$ cat src/rtl/rqvs_pkg.sv
// shared types, widths, constants and the arctangent table for the quad vertex setup
package rqvs_pkg;

    localparam int CORDIC_STAGES = 16;
    localparam int ATAN_ENTRIES  = 24;

    localparam int SCALE_W     = 16;
    localparam int COORD_W     = 16;
    localparam int ANGLE_W     = 16;
    localparam int SHADER_W    = 32;
    localparam int OUT_W       = 20;
    localparam int CFG_INDEX_W = 8;
    localparam int SHIFT_W     = 5;
    localparam int CORNERS     = 4;

    // internal widths
    localparam int EXT_W     = 33;   // half extent, 2^-17 pixel
    localparam int CTR_W     = 35;   // centre, 2^-17 pixel
    localparam int TRIG_W    = 33;   // cordic x and y, Q2.30 with headroom
    localparam int ZW        = 33;   // residual angle, Q2.30 with headroom
    localparam int ANG_W     = 18;   // angle while it is being wrapped
    localparam int ANG_RED_W = 14;   // angle within one quarter turn
    localparam int ZPROD_W   = 50;
    localparam int PROD_W    = EXT_W + TRIG_W;
    localparam int TERM_W    = 36;
    localparam int SUM_W     = 38;

    localparam logic signed [ANG_W-1:0] FULL_TURN    = 18'sd23040;
    localparam logic signed [ANG_W-1:0] HALF_TURN    = 18'sd11520;
    localparam logic signed [ANG_W-1:0] QUARTER_TURN = 18'sd5760;

    // degrees/64 to radians Q2.30, scaled by 2^16
    localparam logic signed [35:0] RAD_K = 36'sd19190098069;
    localparam logic signed [TRIG_W-1:0] CORDIC_INIT = 33'sd652032874;

    localparam logic [SCALE_W-1:0] SCALE_RESET = 16'd4096;

    typedef enum logic [CFG_INDEX_W-1:0] {
        REG_X_SCALE = 8'd0,
        REG_Y_SCALE = 8'd1
    } rqvs_reg_t;

    // cordic vector and residual angle
    typedef struct packed {
        logic signed [TRIG_W-1:0] x;
        logic signed [TRIG_W-1:0] y;
        logic signed [ZW-1:0]     z;
    } rqvs_rot_t;

    // per-sprite data riding alongside the cordic
    typedef struct packed {
        logic signed [EXT_W-1:0] hw;
        logic signed [EXT_W-1:0] hh;
        logic signed [CTR_W-1:0] cx;
        logic signed [CTR_W-1:0] cy;
        logic                    neg;
        logic [SHADER_W-1:0]     shader;
    } rqvs_carry_t;

    // atan(2^-i) in Q2.30, truncated
    function automatic logic signed [ZW-1:0] atan_q30(input logic [SHIFT_W-1:0] idx);
        logic signed [ZW-1:0] v;
        case (idx)
            5'd0:    v = 33'sd843314856;
            5'd1:    v = 33'sd497837829;
            5'd2:    v = 33'sd263043836;
            5'd3:    v = 33'sd133525158;
            5'd4:    v = 33'sd67021686;
            5'd5:    v = 33'sd33543515;
            5'd6:    v = 33'sd16775850;
            5'd7:    v = 33'sd8388437;
            5'd8:    v = 33'sd4194282;
            5'd9:    v = 33'sd2097149;
            5'd10:   v = 33'sd1048575;
            5'd11:   v = 33'sd524287;
            5'd12:   v = 33'sd262143;
            5'd13:   v = 33'sd131071;
            5'd14:   v = 33'sd65535;
            5'd15:   v = 33'sd32767;
            5'd16:   v = 33'sd16383;
            5'd17:   v = 33'sd8191;
            5'd18:   v = 33'sd4095;
            5'd19:   v = 33'sd2047;
            5'd20:   v = 33'sd1023;
            5'd21:   v = 33'sd511;
            5'd22:   v = 33'sd255;
            5'd23:   v = 33'sd127;
            default: v = '0;
        endcase
        return v;
    endfunction

endpackage

$ cat src/rtl/rqvs_cordic_cell.sv
// one cordic rotation step with its own pipeline register
module rqvs_cordic_cell
    import rqvs_pkg::*;
(
    input  logic                 clk,
    input  logic                 rst_n,
    input  logic [SHIFT_W-1:0]   shift,
    input  logic signed [ZW-1:0] atan,
    input  logic                 in_valid,
    output logic                 in_ready,
    input  rqvs_rot_t            in_rot,
    input  rqvs_carry_t          in_carry,
    output logic                 out_valid,
    input  logic                 out_ready,
    output rqvs_rot_t            out_rot,
    output rqvs_carry_t          out_carry
);

    logic                     valid_reg;
    rqvs_rot_t                rot_reg;
    rqvs_rot_t                rot_next;
    rqvs_carry_t              carry_reg;
    logic signed [TRIG_W-1:0] xi;
    logic signed [TRIG_W-1:0] yi;
    logic signed [ZW-1:0]     zi;
    logic signed [TRIG_W-1:0] dx;
    logic signed [TRIG_W-1:0] dy;

    assign in_ready = !valid_reg || out_ready;

    assign xi = in_rot.x;
    assign yi = in_rot.y;
    assign zi = in_rot.z;
    assign dx = yi >>> shift;
    assign dy = xi >>> shift;

    // zero residual rotates the positive way
    always_comb
    begin
        if (!zi[ZW-1])
        begin
            rot_next.x = xi - dx;
            rot_next.y = yi + dy;
            rot_next.z = zi - atan;
        end
        else
        begin
            rot_next.x = xi + dx;
            rot_next.y = yi - dy;
            rot_next.z = zi + atan;
        end
    end

    always_ff @(posedge clk or negedge rst_n)
    begin
        if (!rst_n)
            valid_reg <= 1'b0;
        else if (in_ready)
            valid_reg <= in_valid;
    end

    always_ff @(posedge clk)
    begin
        if (in_valid && in_ready)
        begin
            rot_reg   <= rot_next;
            carry_reg <= in_carry;
        end
    end

    assign out_valid = valid_reg;
    assign out_rot   = rot_reg;
    assign out_carry = carry_reg;

endmodule

$ cat config.mk
export PLATFORM = sky130hd
export DESIGN_NAME = rqvs_cordic_cell
export DESIGN_NICKNAME = d
export VERILOG_FILES = /design/src/rtl/rqvs_pkg.sv /design/src/rtl/rqvs_cordic_cell.sv
export SDC_FILE = /design/constraint.sdc
export NUM_CORES = 1
export LEC_CHECK = 0
export ABC_CLOCK_PERIOD_IN_PS = 7100
export BUFFER_PORTS_ARGS = -buffer_cell sky130_fd_sc_hd__buf_2
export CORE_AREA = 2 2 225 227
export CTS_BUF_LIST = sky130_fd_sc_hd__clkbuf_4 sky130_fd_sc_hd__clkbuf_8
export DETAILED_ROUTE_END_ITERATION = 8
export DIE_AREA = 0 0 227 229
export PLACE_DENSITY = 0.67
export SKIP_LAST_GASP = 1
export SYNTH_ARGS = -nofsm -noshare
export SYNTH_HDL_FRONTEND = slang
export SYNTH_SLANG_ARGS = --single-unit
$ cat constraint.sdc
create_clock -name clk -period 7.1 [get_ports clk]
set_input_delay 1.065 -clock clk [delete_from_list [all_inputs] [get_ports clk]]
set_output_delay 1.065 -clock clk [all_outputs]
set_load 0.1 [all_outputs]
[Word level (Yosys, flattened, before mapping)]
Index checks and enable logic that the tools add are counted.
Storage, ports and cells
  register bits: 269
  input bits: 310
  output and inout bits: 270
  logic and storage cells: 22
Cells by class
  $add $sub $neg: 6
  shifts and indexed selects: 2
  mux-type cells: 1
  reductions and logical operators: 3
Operator list (number)
  $add A33 B33 Y33: 3
  $mux W99: 1
  $sub A33 B33 Y33: 3
  $sshr A33 B5 Y33: 2
  $logic_and A1 B1 Y1: 1
  $logic_not A1 Y1: 1
  $logic_or A1 B1 Y1: 1

[Logic depth before layout (Yosys ltp)]
Gate-level depths: netlist of run 1.
  depth in word-level cells: 3
  depth in mapped cells: 29
  gate-level depth less buffers: 24

[Least setup slack after synthesis of run 1]
Ideal clock, no wire load.
  kind: in2reg
  start: in out_ready
  end: reg carry_reg (netlist bit out_carry[0]), enable pin
  library setup time: 0.661 ns
  data arrival time: 8.043 ns
  required time: 6.439 ns
  setup slack: -1.603 ns
  stages: 2
  path buffers: 0
  path through: nand2b_1 -> and2_1
Between the ends
  word-level cells in the longest chain between the ends: 2
RTL lines
  start: declaration: line rqvs_cordic_cell.sv:14  | input logic out_ready,
  $logic_or A1 B1 Y1: line rqvs_cordic_cell.sv:29  | assign in_ready = !valid_reg || out_ready;
  $logic_and A1 B1 Y1: line rqvs_cordic_cell.sv:64  | if (in_valid && in_ready)
  end signal: assignment: line rqvs_cordic_cell.sv:67  | carry_reg <= in_carry;
  end: declaration: line rqvs_cordic_cell.sv:22  | rqvs_carry_t carry_reg;
No other way between the ends.
A chain may end at the register's enable or synchronous reset.

==> run metrics, run 1 <==
status=completed; Clock Tree Buf Depth=3; layout cell share with drive strength beyond 1=0.3587; Hold Worst Slack=0.1959 ns; slowest CP cell=a2111oi_0; Pwr Total=between 0.006 and 0.007 W; TritonCTS clock tree=yes; PwrDens=~270 nW/um2; placed instance count=2993; YS warnings=0; RSZ-0062 raised after global routing=no; pre-CTS setup slack=0.1917 ns; Clock Pin Slew Worst Setup and Hold Paths=approximately 0.060 ns; IO buf count=around 580; Synth Register Bits=269; leading cell type in the layout, fill and taps excluded=buf_2; routed vias/inst=around 5.9; # H-tree levels=2; maxcap violations=0; Vias=18079; FF-to-FF End=out_rot[86]; critical path depth=21; Routability Congestion=~1.1; Site Rows=82; Wirelength per Cell=25.40 um; post-cts sizing count=0; I/O Pins=between 500 and 600; crit start category=primary input; root buf cell=clkbuf_8; grt total ovfl=0; nets=2785; Synth area leader=edfxtp_1; fin worst setup slack=0.6710 ns; Syn Nets=2179; min-delay worst type=in2async; gr usage total=0.2911; detailed placer's ending HPWL=~61000 um; number of synthesized flops with an enable pin=268; crit path launch=shift[1]; Worst EP required=about 7.5 ns; Buf/Inv on CP=2; WL final=~78000 um; slowest cell delay on critical path=0.58 ns; Iter 0 DRT Violations=1821; R2R depth=3; post-synthesis area per instance=11.35 um2; largest net degree at the start of global routing=~130; sequential share of the synthesized area=0.4026; Synth Cell Area=20050 um2; crit path time final=approximately 6.4 ns; kind of critical path=in2reg; hold buffer count at CTS=0; fin crit share=0.9055; Clock Sinks=between 200 and 300; remaining antenna violation count=0; # DRC=0; vias in the first global route=roughly 18000; Setup violations, final=0; worst path cell trace=buf_4 > buf_12 > mux4_2 > mux4_2 > a21oi_1 > ha_1 > nand4b_1 > nor3_2 > a21oi_1 > xor2_1 > ha_1 > a21o_1 > a21o_1 > a21oi_1 > o21ai_0 > a2111oi_0 > o31a_1 > o31ai_1 > a21o_1 > a21oi_1 > xnor2_1; Peak VDD IR=approximately 0.00019 V; Final Hold Viols=0; worst slew pin tran=1.240 ns; RR Startpoint=out_valid; area share of the largest cell type after synthesis=0.4014; main flop type after synthesis=edfxtp_1; Arrival @ worst endpoint=6.81 ns; CTS Buf Count=49; non-filler cells, final=3088; Die W=227 um; TNS Setup=0 ns; Slew Viols, Final=0; post-CTS setup buffer count=0; LEAKAGE=10.46 nW; Max Freq=155.5 MHz; area of the die=51980 um2; Skew-Pair Late Insertion Delay=between 0.6 and 0.7 ns; commonest cells after routing, fill and taps aside=buf_2 (576), edfxtp_1 (268), a21oi_1 (145); first-pass GRT wire length=around 110000 um; synth top area cells=edfxtp_1 (40%), mux4_2 (7.9%), ha_1 (6.2%); Area Overhead vs Synth=23.33%; R2R Setup Slk=4.49 ns; CP max FO=39; synth unique cells=90; Worst path top cell family by delay=compound AO/OA/AOI/OAI gates; Die Ht=229 um; Rel. slew slack=0.1735; Crit. End Element=flip-flop; total iterations of the first detailed-routing run=5; Initial Utilization=0.4038; Core Area=49660 um2; crit-path most repeated cell=a21oi_1; ys async rst share=0.003717; initial antenna violation count=17; Synth Instances=1766; CP Capture Point=out_rot[62]; Fin Clk Skew=between 0.02 and 0.025 ns
-- per-stage QoR --
stage | utilization | cell area, um2
finish | 0.4980 | 24730
global route | 0.4978 | 24720
CTS | 0.4976 | 24710
detailed placement | 0.4771 | 23690
global placement | 0.4771 | 23690
floorplan | - | 20050
-- routing by layer --
layer  global-route usage  vias up  routed length (um)
li1                     -     8059                   -
met1               0.3622     8803               30700
met2               0.4872      977               37510
met3              0.05965      224                6196
met4               0.1275       16                3928
met5                    0        -                 109
-- cells by family (layout without fill, tap and decap cells) --
kind of cell / Yosys count / after routing / synth area share
multiplexers: 194 / 194 / 0.1587
AO/OA/AOI/OAI: 472 / 472 / 0.1559
adder cells (fa/ha/maj): 103 / 103 / 0.06540
buffers and inverters: 137 / 780 / 0.04000
flip-flops: 269 / 269 / 0.4026
AND/OR/NAND/NOR: 411 / 411 / 0.09878
other: 0 / 7 / 0
XOR/XNOR: 180 / 180 / 0.07863
-- final cells by class --
type / count / area (um2)
antenna: 7 / 17.52
clock buffer: 61 / 764.5
clock inverter: 27 / 256.5
fill: 4580 / 24930
inverter: 58 / 217.7
multi-input combinational: 1360 / 11180
sequential: 269 / 8073
tap: 672 / 840.8
timing repair buffer: 634 / 3381
-- Yosys cell counts (all sizes together) (6+ instances only) --
cell type,instances
a2111oi,6
mux2i,64
a21oi,145
edfxtp,268
xnor2,104
a31oi,20
a21boi,9
clkbuf,43
nor4,6
nor2b,13
a211oi,16
o21bai,12
buf,36
a21o,48
o21ai,74
or3,7
nand4,11
inv,58
nor3,27
o21a,20
and2,23
nand2,111
mux2,41
a22oi,6
ha,100
nand3,19
or2,13
o22ai,16
a221oi,8
o211ai,9
and3,9
mux4,89
o31ai,17
nand2b,20
xor2,76
nor2,133
-- worst reg2reg max path: cells and delay by family, from the launching register on --
family / cells / cell delay (ns)
AND/OR/NAND/NOR: 2 / 0.76
flip-flops: 1 / 0.39
buffers and inverters: 1 / 1.04
-- registers in the layout (all words and copies together) (netlist names) --
signal     cells
out_carry    169
out_rot       99
out_valid      1
-- worst min path at each step --
stage | startpoint | end | slack (ns) | cells after the start
finish | rst_n | out_valid | 0.20 | 1
global route | rst_n | out_valid | 0.14 | 1
CTS | rst_n | out_valid | 0.15 | 1
detailed placement | out_valid | out_valid | 0.54 | 2
global placement | out_valid | out_valid | 0.55 | 2
floorplan | rst_n | out_valid | 0.77 | 0
-- report_power, final --
group	internal (W)	total (W)	switching [W]
Clock	0.000864	0.00157	0.000709
Combinational	0.000831	0.00307	0.00224
Sequential	0.00200	0.00204	0.0000413
(Power assumes the default switching activity.)
==> inputs of run 2 (changes only) <==
--- a/config.mk
+++ b/config.mk
@@ -5,13 +5,12 @@
 export SDC_FILE = /design/constraint.sdc
 export NUM_CORES = 1
 export LEC_CHECK = 0
-export ABC_CLOCK_PERIOD_IN_PS = 7100
+export ABC_CLOCK_PERIOD_IN_PS = 6660
 export BUFFER_PORTS_ARGS = -buffer_cell sky130_fd_sc_hd__buf_2
 export CORE_AREA = 2 2 225 227
 export CTS_BUF_LIST = sky130_fd_sc_hd__clkbuf_4 sky130_fd_sc_hd__clkbuf_8
 export DETAILED_ROUTE_END_ITERATION = 8
 export DIE_AREA = 0 0 227 229
-export PLACE_DENSITY = 0.67
 export SKIP_LAST_GASP = 1
 export SYNTH_ARGS = -nofsm -noshare
 export SYNTH_HDL_FRONTEND = slang
==> constraint.sdc (replaced) <==
create_clock -name clk -period 6.66 [get_ports clk]
set_input_delay 0.999 -clock clk [delete_from_list [all_inputs] [get_ports clk]]
set_output_delay 0.999 -clock clk [all_outputs]
set_load 0.1 [all_outputs]
==> run 2 against run 1 <==
  * Cell count is 2.6% higher
  * Clock power hardly changed
  * Hold slack worse by 0.071 ns
  * Worst setup slack better by 0.014 ns
  * First-iteration DRC count is 14% lower
  * Clock-buffer cell count is 4 higher
  * Largest cell class unchanged
  * Largest power group unchanged
  * Highest routed layer unchanged
==> run metrics, run 2 (same netlist as run 1, synthesis figures left out) <==
TritonCTS clock tree=yes; slowest cell delay on critical path=0.55 ns; fin util=0.5099; grt total ovfl=0; Arrival @ worst endpoint=6.42 ns; Iter 0 DRT Violations=~1600; IO buf count=579; grt peak-use layer=met2; status=completed; hold buffer count at CTS=0; Clock Pin Slew Worst Setup and Hold Paths=0.06 ns; post-cts sizing count=0; Area Overhead vs Synth=26.28%; Routability Congestion=1.037; met1 GRT Util=0.3803; routed vias/inst=a little under 6; area of the die=~52000 um2; initial antenna violation count=13; TNS Setup=0 ns; Pwr Total=approximately 0.0071 W; Skew-Pair Late Insertion Delay=0.69 ns; Site Rows=82; detailed placer's ending HPWL=between 60000 and 70000 um; slowest CP cell=mux4_2; Die Ht=approximately 230 um; Peak VDD IR=around 0.00016 V; grt met2 use=0.4878; Slew Viols, Final=0; Hold Worst Slack=0.1247 ns; LEAKAGE=roughly 11 nW; Wirelength per Cell=25.37 um; # DRC=0; I/O Pins=580; total iterations of the first detailed-routing run=6; Die W=around 230 um; gr usage total=0.2990; Final Hold Viols=0; largest net degree at the start of global routing=119; Core Area=between 40000 and 50000 um2; PwrDens=280.6 nW/um2; fin crit share=0.8971; Fin Clk Skew=about 0.059 ns; vias in the first global route=18036; first-pass GRT wire length=115500 um; # H-tree levels=2; Rel. slew slack=0.3889; crit path time final=approximately 6 ns; min-delay worst type=in2async; Clock Sinks=269; crit start category=primary input; cell area after layout=25320 um2; Buf/Inv on CP=2; kind of critical path=in2reg; Setup violations, final=0; worst path cell trace=buf_4 > buf_12 > mux4_2 > mux2_2 > a22o_1 > a211oi_1 > nand3_1 > nor2_1 > a41oi_1 > xnor2_1 > ha_1 > a21o_1 > a21oi_1 > o211ai_1 > a31oi_1 > o211ai_1 > a21o_1 > a211oi_1 > nor2_1 > a31oi_1 > xnor2_1; Vias=approximately 18000; CP max FO=42; commonest cells after routing, fill and taps aside=buf_2 (576), edfxtp_1 (268), a21oi_1 (145); remaining antenna violation count=0; maxcap violations=0; worst slew pin tran=0.9166 ns; root buf cell=clkbuf_8; Crit. End Element=flip-flop; Clock Tree Buf Depth=3; nets=roughly 2900; GRT met3 Usage=0.06337; post-CTS setup buffer count=0; Worst EP required=7.11 ns; Worst path top cell family by delay=compound AO/OA/AOI/OAI gates; leading cell type in the layout, fill and taps excluded=buf_2; CTS Buf Count=51; max FFs per register=169; Initial Utilization=0.4038; Max Freq=167.4 MHz; WL final=80360 um; DP Area=24370 um2; layout cell share with drive strength beyond 1=0.3798; RSZ-0062 raised after global routing=no
run 2: cell types whose count changed in the layout (fill, tap and decap cells not counted):
cell,before,now
inv_6,0,1
diode_2,7,4
clkinv_4,0,1
clkinv_8,1,0
clkinv_2,8,11
buf_4,53,127
buf_12,5,11
bufinv_16,4,0
clkbuf_8,49,51
clkbuf_4,12,14
clkinvlp_4,2,0
run 2: worst register-to-register path, delay by kind of cell, from the launching register on:
kind / cells / cell delay, ns
buf+inv: 1 / 0.57
simple gates: 2 / 0.99
flops: 1 / 0.37
run 2: final timing paths:
check | startpoint | to | slack, ns | depth (start not counted)
worst max-delay path | shift[1] | out_rot[63] | 0.69 | 21
worst min-delay path | rst_n | out_valid | 0.12 | 1
worst max register to register | out_valid | out_carry[50] | 4.26 | 3
worst min register to register | out_valid | out_valid | 0.66 | 2
max in group asynchronous | rst_n | out_valid | 6.45 | 1
min in group clk | in_carry[87] | out_carry[87] | 0.48 | 1
run 2: per-layer routing:
layer,vias up,part of all wire
met4,18,0.049
met2,1015,0.47
met1,9006,0.39
li1,8214,-
met3,210,0.089
met5,-,0.0014
run 2: report_power, final:
| part | switching [W] | internal [W] |
|---|---|---|
| combinational | 0.00241 | 0.000967 |
| sequential | 0.0000469 | 0.00213 |
| clock | 0.000757 | 0.000799 |
run 2: cell type report:
type	count	area (um2)
Multi-Input combinational cell	1360	11180
Tap cell	672	840.8
Timing Repair Buffer	714	4056
Clock inverter	25	137.6
Fill cell	4562	24340
Inverter	58	217.7
Sequential cell	269	8073
Clock buffer	65	807.0
Antenna cell	4	10.01
run 2: stage by stage:
step                setup slack, ns  std cells
finish                       0.6854       3167
global route                 0.2623       3164
CTS                          0.7793       3163
detailed placement          0.03705       3073
global placement            0.05530       3073
floorplan                    0.5563       1766
